`src/design/sbd_pkg.sv`:
```
// Shared types and constants for the sectioned byte descrambler.
// Used by sbd_decode and sectioned_byte_descrambler; depends on nothing.
`default_nettype none

package sbd_pkg;

    // Number of header bytes that follow the key
    localparam logic [15:0] HEADER_BYTES = 16'd21;
    // Header xor base, ASCII 'K'
    localparam logic [7:0]  HDR_XOR_BASE = 8'h4B;

    // Section codes carried on the result
    localparam logic [2:0] SEC_KEY      = 3'd0;
    localparam logic [2:0] SEC_HEADER   = 3'd1;
    localparam logic [2:0] SEC_TEXT     = 3'd2;
    localparam logic [2:0] SEC_SETTINGS = 3'd3;
    localparam logic [2:0] SEC_CHECKSUM = 3'd4;

    // Status codes carried on the result
    localparam logic [1:0] ST_BUSY  = 2'd0;
    localparam logic [1:0] ST_GOOD  = 2'd1;
    localparam logic [1:0] ST_BAD   = 2'd2;
    localparam logic [1:0] ST_EARLY = 2'd3;

    // Section of the file that the next byte belongs to
    typedef enum logic [1:0] {
        PH_KEY      = 2'd0,
        PH_HEADER   = 2'd1,
        PH_TEXT     = 2'd2,
        PH_SETTINGS = 2'd3
    } phase_t;

    // Input transaction
    typedef struct packed {
        logic [7:0] data_byte;
        logic       end_of_file;
    } raw_t;

    // Result transaction
    typedef struct packed {
        logic [7:0]  plain_byte;
        logic [2:0]  section;
        logic [15:0] index;
        logic [1:0]  status;
        logic        done_res;
    } res_t;

    // Descrambler context carried from byte to byte
    typedef struct packed {
        phase_t      phase;
        logic [7:0]  key;
        logic [15:0] position;
        logic [7:0]  sum;
    } ctx_t;

endpackage

`default_nettype wire

```
`src/design/sbd_decode.sv`:
```
// Per-byte descramble logic: decodes one raw byte against the current context.
// Purely combinational; uses types and constants from sbd_pkg.
`default_nettype none

module sbd_decode (
    input  wire sbd_pkg::raw_t raw,
    input  wire sbd_pkg::ctx_t ctx,
    output sbd_pkg::res_t res,
    output sbd_pkg::ctx_t ctx_next
);

    logic [7:0]  b;
    logic [7:0]  p;
    logic [7:0]  hdr_plain;
    logic [7:0]  body_plain;
    logic [15:0] pos_inc;

    assign b       = raw.data_byte;
    assign p       = ctx.position[7:0];
    assign pos_inc = ctx.position + 16'd1;

    // Header rule: xor key, xor ('K' + pos), subtract pos, xor pos
    assign hdr_plain = (((b ^ ctx.key) ^ (sbd_pkg::HDR_XOR_BASE + p)) - p) ^ p;

    // Text line and settings rule: subtract key, xor pos, xor key
    assign body_plain = ((b - ctx.key) ^ p) ^ ctx.key;

    // Checksum update: sum = (sum ^ d) + d
    function automatic logic [7:0] accumulate(input logic [7:0] sum, input logic [7:0] d);
        return (sum ^ d) + d;
    endfunction

    always_comb
    begin
        res.plain_byte = b;
        res.section    = sbd_pkg::SEC_KEY;
        res.index      = 16'd0;
        res.status     = sbd_pkg::ST_BUSY;
        res.done_res   = raw.end_of_file;
        ctx_next       = ctx;

        if (raw.end_of_file)
        begin
            // Checksum byte; early end when settings were never reached
            res.section = sbd_pkg::SEC_CHECKSUM;
            if (ctx.phase == sbd_pkg::PH_SETTINGS)
            begin
                res.status = (b == ctx.sum) ? sbd_pkg::ST_GOOD : sbd_pkg::ST_BAD;
            end
            else
            begin
                res.status = sbd_pkg::ST_EARLY;
            end
            ctx_next.phase    = sbd_pkg::PH_KEY;
            ctx_next.key      = 8'd0;
            ctx_next.position = 16'd0;
            ctx_next.sum      = 8'd0;
        end
        else
        begin
            unique case (ctx.phase)
                sbd_pkg::PH_HEADER:
                begin
                    res.section       = sbd_pkg::SEC_HEADER;
                    res.index         = ctx.position;
                    res.plain_byte    = hdr_plain;
                    ctx_next.sum      = accumulate(ctx.sum, hdr_plain);
                    ctx_next.position = pos_inc;
                    if (pos_inc >= sbd_pkg::HEADER_BYTES)
                    begin
                        ctx_next.phase    = sbd_pkg::PH_TEXT;
                        ctx_next.position = 16'd0;
                    end
                end
                sbd_pkg::PH_TEXT:
                begin
                    res.section       = sbd_pkg::SEC_TEXT;
                    res.index         = ctx.position;
                    res.plain_byte    = body_plain;
                    ctx_next.sum      = accumulate(ctx.sum, body_plain);
                    ctx_next.position = pos_inc;
                    // Zero terminator closes the text line
                    if (body_plain == 8'd0)
                    begin
                        ctx_next.phase    = sbd_pkg::PH_SETTINGS;
                        ctx_next.position = 16'd0;
                    end
                end
                sbd_pkg::PH_SETTINGS:
                begin
                    res.section       = sbd_pkg::SEC_SETTINGS;
                    res.index         = ctx.position;
                    res.plain_byte    = body_plain;
                    ctx_next.sum      = accumulate(ctx.sum, body_plain);
                    ctx_next.position = pos_inc;
                end
                sbd_pkg::PH_KEY:
                begin
                    // Key byte starts a new file
                    ctx_next.key      = b;
                    ctx_next.sum      = 8'd0;
                    ctx_next.position = 16'd0;
                    ctx_next.phase    = sbd_pkg::PH_HEADER;
                end
                default:
                begin
                    ctx_next = ctx;
                end
            endcase
        end
    end

endmodule

`default_nettype wire

```
`src/design/sectioned_byte_descrambler.sv`:
```
// Top level of the sectioned byte descrambler: input register, context and result register.
// Depends on sbd_pkg and sbd_decode.
`default_nettype none

// Takes one scrambled file byte per transaction, starting after the identifier, and
// returns one result per byte: the decoded byte, its section, index and status.
// Throughput is one byte per clock cycle while the result side does not stall; a byte
// is captured in the input register when it is accepted and its result is presented
// from the result register, loaded when the byte leaves the input register. Each cycle
// the result side stalls holds the result there and, with the input register full, stalls
// the input. The figure is set by the single decode stage between the two registers, where
// the file context (section, key, position, checksum) is read and updated in the same
// cycle. The byte flagged end_of_file is the checksum; its result carries done_res and
// the context then returns to the key section, so the next byte starts a new file.
module sectioned_byte_descrambler (
    input  wire logic    clk,
    input  wire logic    rst_n,
    input  wire logic    raw_valid,
    output logic         raw_stall,
    input  wire sbd_pkg::raw_t raw,
    output logic         res_valid,
    input  wire logic    res_stall,
    output sbd_pkg::res_t res
);

    logic           s1_valid_reg;
    sbd_pkg::raw_t  s1_reg;
    sbd_pkg::ctx_t  ctx_reg;
    sbd_pkg::ctx_t  ctx_next;
    sbd_pkg::res_t  res_next;
    logic           res_valid_reg;
    sbd_pkg::res_t  res_reg;
    logic           advance;
    logic           raw_take;

    // Flow control: input register moves on when the result register is free
    assign advance   = s1_valid_reg && (!res_valid_reg || !res_stall);
    assign raw_stall = s1_valid_reg && !advance;
    assign raw_take  = raw_valid && !raw_stall;

    sbd_decode u_decode (
        .raw      (s1_reg),
        .ctx      (ctx_reg),
        .res      (res_next),
        .ctx_next (ctx_next)
    );

    // Control state: valid flags and file context
    always_ff @(posedge clk or negedge rst_n)
    begin
        if (!rst_n)
        begin
            s1_valid_reg     <= 1'b0;
            res_valid_reg    <= 1'b0;
            ctx_reg.phase    <= sbd_pkg::PH_KEY;
            ctx_reg.key      <= 8'd0;
            ctx_reg.position <= 16'd0;
            ctx_reg.sum      <= 8'd0;
        end
        else
        begin
            if (raw_take)
            begin
                s1_valid_reg <= 1'b1;
            end
            else if (advance)
            begin
                s1_valid_reg <= 1'b0;
            end

            if (advance)
            begin
                res_valid_reg <= 1'b1;
                ctx_reg       <= ctx_next;
            end
            else if (!res_stall)
            begin
                res_valid_reg <= 1'b0;
            end
        end
    end

    // Payload registers
    always_ff @(posedge clk)
    begin
        if (raw_take)
        begin
            s1_reg <= raw;
        end
        if (advance)
        begin
            res_reg <= res_next;
        end
    end

    assign res_valid = res_valid_reg;
    assign res       = res_reg;

    // The checksum transaction sends the context back to the key section
    a_end_resets: assert property (@(posedge clk) disable iff (!rst_n)
        advance && s1_reg.end_of_file |=> ctx_reg.phase == sbd_pkg::PH_KEY)
        else $error("context not reset after final byte");

    // Header position stays inside the header
    a_hdr_pos: assert property (@(posedge clk) disable iff (!rst_n)
        ctx_reg.phase == sbd_pkg::PH_HEADER |-> ctx_reg.position < sbd_pkg::HEADER_BYTES)
        else $error("header position out of range");

    // Checksum section exactly on the final result
    a_done_sec: assert property (@(posedge clk) disable iff (!rst_n)
        res_valid |-> (res.done_res == (res.section == sbd_pkg::SEC_CHECKSUM)))
        else $error("done flag and checksum section disagree");

    // A final status only on the final result
    a_done_status: assert property (@(posedge clk) disable iff (!rst_n)
        res_valid |-> ((res.status != sbd_pkg::ST_BUSY) == res.done_res))
        else $error("status and done flag disagree");

    // Key and checksum results carry index zero
    a_index_zero: assert property (@(posedge clk) disable iff (!rst_n)
        res_valid && (res.section == sbd_pkg::SEC_KEY || res.section == sbd_pkg::SEC_CHECKSUM)
        |-> res.index == 16'd0)
        else $error("nonzero index outside a counted section");

endmodule

`default_nettype wire

```
`config.mk`:
```
export PLATFORM = sky130hd
export DESIGN_NAME = sectioned_byte_descrambler
export DESIGN_NICKNAME = d
export VERILOG_FILES = /design/src/design/sbd_pkg.sv /design/src/design/sbd_decode.sv /design/src/design/sectioned_byte_descrambler.sv
export SDC_FILE = /design/constraint.sdc
export NUM_CORES = 1
export LEC_CHECK = 0
export ABC_AREA = 1
export BUFFER_PORTS_ARGS = -buffer_cell sky130_fd_sc_hd__buf_2
export CAP_MARGIN = 20
export CORE_ASPECT_RATIO = 0.8
export CORE_MARGIN = 5
export CORE_UTILIZATION = 35
export DETAILED_ROUTE_END_ITERATION = 7
export GPL_TIMING_DRIVEN = 0
export PLACE_DENSITY = 0.58
export SETUP_SLACK_MARGIN = 0.1
export SYNTH_ARGS = -nofsm -noshare
export SYNTH_HDL_FRONTEND = slang
export SYNTH_HIERARCHICAL = 1
export SYNTH_SLANG_ARGS = --single-unit
```
`constraint.sdc`:
```
create_clock -name clk -period 2.9 [get_ports clk]
set_input_delay 0 -clock clk [delete_from_list [all_inputs] [get_ports clk]]
set_output_delay 0 -clock clk [all_outputs]
set_load 0.02 [all_outputs]
```
* Word-level counts from Yosys, hierarchy flattened
Cells that the tools add are included.
Storage, ports and cells: flip-flop bits (word level) 75, output and inout bits 32, logic and storage cells 65
Cells by class: $add $sub $neg 6, order comparisons 1, equality and inequality tests 7, mux-type cells 16, bitwise operators 7, reductions and logical operators 15
Operators with widths (count):
- $pmux 24 s4 | 1
- $pmux 27 s3 | 1
- $xor 8x8->8 | 7
- $mux 34 | 1
- $mux 16 | 2
- $add 16x1->16 const B | 1
- $add 8x8->8 | 2
- $ge 16x5->1 const B | 1
- $mux 8 | 2
- $sub 8x8->8 | 2
- $add 7x8->8 const A | 1
- $eq 8x8->1 | 1
- $logic_not 8->1 | 1
- $mux 2 | 4
- $ne 3x2->1 const B | 2
- $pmux 2 s3 | 1
- $eq 2x2->1 const B | 2
- $logic_not 1->1 | 4
- $mux 1 | 4
- $reduce_and 4->1 | 1
- $reduce_bool 2->1 | 2
- $reduce_bool 4->1 | 1
- $logic_and 1x1->1 | 3
- $eq 2x1->1 const B | 1
- 4 further kinds | 4

* Longest topological paths before layout
word-level depth 8, depth in mapped cells 25, depth with buffers taken out 25

* Hierarchy
Netlist, hierarchy kept.
By module, submodules not included:
- sbd_decode | instances 1, cells an instance 573, area an instance 3145.5 µm², sequential area each 0.0 µm²
- sectioned_byte_descrambler | instances 1, cells an instance 198, area an instance 2650.0 µm², sequential area each 2072.0 µm²

* Worst setup path after synthesis
OpenSTA, ideal clock, no wires.
path type register -> register, start register ctx_reg[9] in the netlist's numbering, end register ctx_reg[7] in the netlist's numbering, library setup time 0.117 ns, data arrival time 3.036 ns, data required time 2.783 ns, path slack -0.253 ns, cell stages (with the launch flop) 22, path buffers 0, cell sequence dfrtp_1 inv_1 ha_1 or2_2 nand2_1 xor2_1 ha_1 nand2_1 nand2_1 nand2_1 nand3_1 nand2_1 nand3_1 and2_1 ha_1 or2_2 nand2_1 nand3_1 nand3_1 nand2_1 nand3_1 nand2_1
RTL lines:
- from (decl) | line sectioned_byte_descrambler.sv:28 | sbd_pkg::ctx_t ctx_reg;
- from (signal assigned) | line sectioned_byte_descrambler.sv:74 | ctx_reg <= ctx_next;

==> impl_metrics.tcl <==
set metrics [dict create \
    slew_viol_final 0 \
    min_delay_worst_endpoint "ctx_reg[30]" \
    ys_warn_count 6 \
    clock-sinks 75 \
    r2r_slack_ps -180 \
    yosysSeqAreaShare_pct 35.8 \
    reg2reg_depth 21 \
    met3_usage_pct 5.66 \
    crit_type "flip-flop to flip-flop" \
    status "finished, violations left" \
    cts_buffers 9 \
    async_flop_share_pct 48.0 \
    nFillCells 1676 \
    grt.total_usage_pct 18.4 \
    cp_max_fo 6 \
    hold-path-cell-count 5 \
    die_w_um 154 \
    htree_levels 3 \
    grt_pass1_wl_mm 27.8 \
    synth_area_per_cell_um2 7.52 \
    cts.path.max_buffers 2 \
    maxCapViolations 0 \
    postPlaceCellArea_um2 6400 \
    routedWlPerCell_um 16.5 \
    final_common_cell "nand2_1" \
    cts_tree "done" \
    largest_reg_flops 34 \
    p_leak_nw 3.41 \
    hold_viol_final 0 \
    hp-class "input pin to flip-flop" \
    fmax_ghz 0.325 \
    routed_wl_mm 18.0 \
    fin_nets 912 \
    cp.arrival_ps 3330 \
    vias 5449 \
    synth_edf_count 39 \
    dieHeight_um 125 \
    worstHoldStart "res_stall" \
    final-setup-viol-count 6 \
    worst_slack_ps -181 \
    power.total_w 0.00515 \
    rsz0062_at_grt "true" \
    clock_latency_ps 350 \
    cp-end-kind "flip-flop" \
    use_met1_pct 28.0 \
    required_ps 3140 \
    design_area_um2 7390 \
    yosys.cell_types.count 49 \
    start_util_pct 35.3 \
    cp-start-kind "flip-flop" \
    maxSlewHeadroom_pct 35.7 \
    drt-pass1-iter-count 5 \
    worst_slew_pin_slew_ps 965 \
    coreArea_um2 16400 \
    cts.clk_slew.worst_paths_ps 60 \
    fin_crit_ps 3080 \
    synthToLayoutAreaGrowth_pct 27.5 \
    antenna_found_initial 0 \
    finalClockSkew_ps 8.66 \
    rows 42 \
    numPortBuffers 44 \
    netlist_instances 771 \
    use_met2_pct 24.9 \
    synth_ff_type "edfxtp_1" \
    overflow 0 \
    io_pins 45 \
    antenna_cells 0 \
    grt_max_degree 37 \
    clockRootBuffer "clkbuf_16" \
    pre_cts_slack_ps -327 \
    gr-max-usage-layer "met1" \
    fin_crit_sh_pct 106 \
    tns_ps -547 \
    dp_hpwl_mm 13.0 \
    syn_area_um2 5800 \
    violations "negative setup slack" \
    syn_nets 813 \
    power.density_nw_per_um2 697 \
    r2r_start "ctx_reg[8]" \
    initialDrtViolationCount 480 \
    vias_per_cell 4.98 \
    post-route-drc-count 0 \
    drive_gt1_share_pct 28.0 \
    synth_seq_cells 75 \
    crit-reg2reg-capture "ctx_reg[5]" \
    first_global_vias 5021 \
    routabilityCongestion 0.927 \
    die_area_um2 19200 \
    vdd_ir_drop_max_mv 0.314 \
    layout_common_cells "216 x nand2_1, 75 x nand3_1, 68 x inv_1" \
    ant_nets 0 \
]
-- power by group --
| group | switching [W] | internal [W] |
|---|---|---|
| registers | 0.0000912 | 0.00123 |
| clock network | 0.000455 | 0.000747 |
| logic | 0.00152 | 0.00111 |
| total | 0.00207 | 0.00308 |
-- logic make-up after synthesis --
family	synth area share, %
flops	35.8
mux	0.173
xor+xnor	6.30
fa+ha+maj	6.52
simple gates	35.4
buf+inv	8.74
compound gates	7.12
-- synth_stat cells, drive strengths merged, types with 3 or more instances --
| cell | instances | share of area (%) |
|---|---|---|
| nand2 | 258 | 18 |
| inv | 87 | 5.6 |
| nand3 | 84 | 7.8 |
| nor2 | 71 | 5.5 |
| edfxtp | 39 | 20 |
| dfrtp | 36 | 16 |
| a21oi | 30 | 2.6 |
| o21ai | 29 | 2.6 |
| ha | 27 | 5.8 |
| xor2 | 22 | 3.6 |
| buf | 18 | 2.7 |
| xnor2 | 18 | 2.7 |
| nand4 | 11 | 1.3 |
| clkbuf | 6 | 0.39 |
| or2 | 6 | 0.69 |
| nand3b | 5 | 0.86 |
| nor3 | 5 | 0.63 |
| o211ai | 3 | 0.39 |
-- worst max-delay path by stage --
stage / startpoint / end / slack (ps) / cells past startpoint
after floorplan: s1_reg[5] / ctx_reg[7] / 80 / 23
after global placement: ctx_reg[9] / ctx_reg[6] / -320 / 21
after detailed placement: ctx_reg[8] / ctx_reg[6] / -330 / 21
after CTS: ctx_reg[9] / ctx_reg[7] / -90 / 22
after global routing: ctx_reg[8] / ctx_reg[7] / -370 / 22
final: ctx_reg[8] / ctx_reg[5] / -180 / 21
-- critical path, cell delays in order, from the launching register on --
cell     delay, ps
dfrtp_2        430
inv_4           60
ha_4           160
or2_4          270
nand2_2         60
xor2_1         160
ha_2           330
nand2_1         90
nand2_2         60
nand2_2         70
nand4_1        170
nand2_2        120
nand2_2         70
and2_4         160
ha_4           270
nand3_2         90
nand3_2         70
nand2_1         50
nor2_1         120
nor2_1          60
nand3_1         70
nand2_1         50
-- per-layer routing --
metal	share of wire, %	vias to the layer above
met3	8.1	26
met4	1.8	0
met1	50	2547
met2	40	178
li1	-	2698
met5	0	-
-- cell type report --
type / instances / area, um2 / share of cell area [%]
Clock buffer: 10 / 229 / 3.10
Timing Repair Buffer: 88 / 602 / 8.15
Multi-Input combinational cell: 585 / 3610 / 48.8
Clock inverter: 6 / 81.3 / 1.10
Sequential cell: 75 / 2080 / 28.1
Buffer: 24 / 184 / 2.49
Inverter: 87 / 334 / 4.52
Tap cell: 220 / 275 / 3.73
-- what timing repair did --
action | 4_1_cts | 5_1_grt
hold buffers | 11 | 0
pin swaps | 42 | 28
endpoints found under the hold margin | 46 | 0
buffers inserted | 24 | 9
setup endpoints to repair | 11 | 21
gates resized for setup | 41 | 31
-- stage by stage --
step | hold WS [ps] | std cells | util [%]
finish | 95.1 | 1095 | 45.1
global route | 122 | 1095 | 45.1
CTS | 77.8 | 1086 | 43.7
detailed placement | 178 | 1036 | 39.0
global placement | 179 | 1035 | 38.9
floorplan | -296 | 771 | -
No activity file was read; power rests on OpenSTA's default activity.
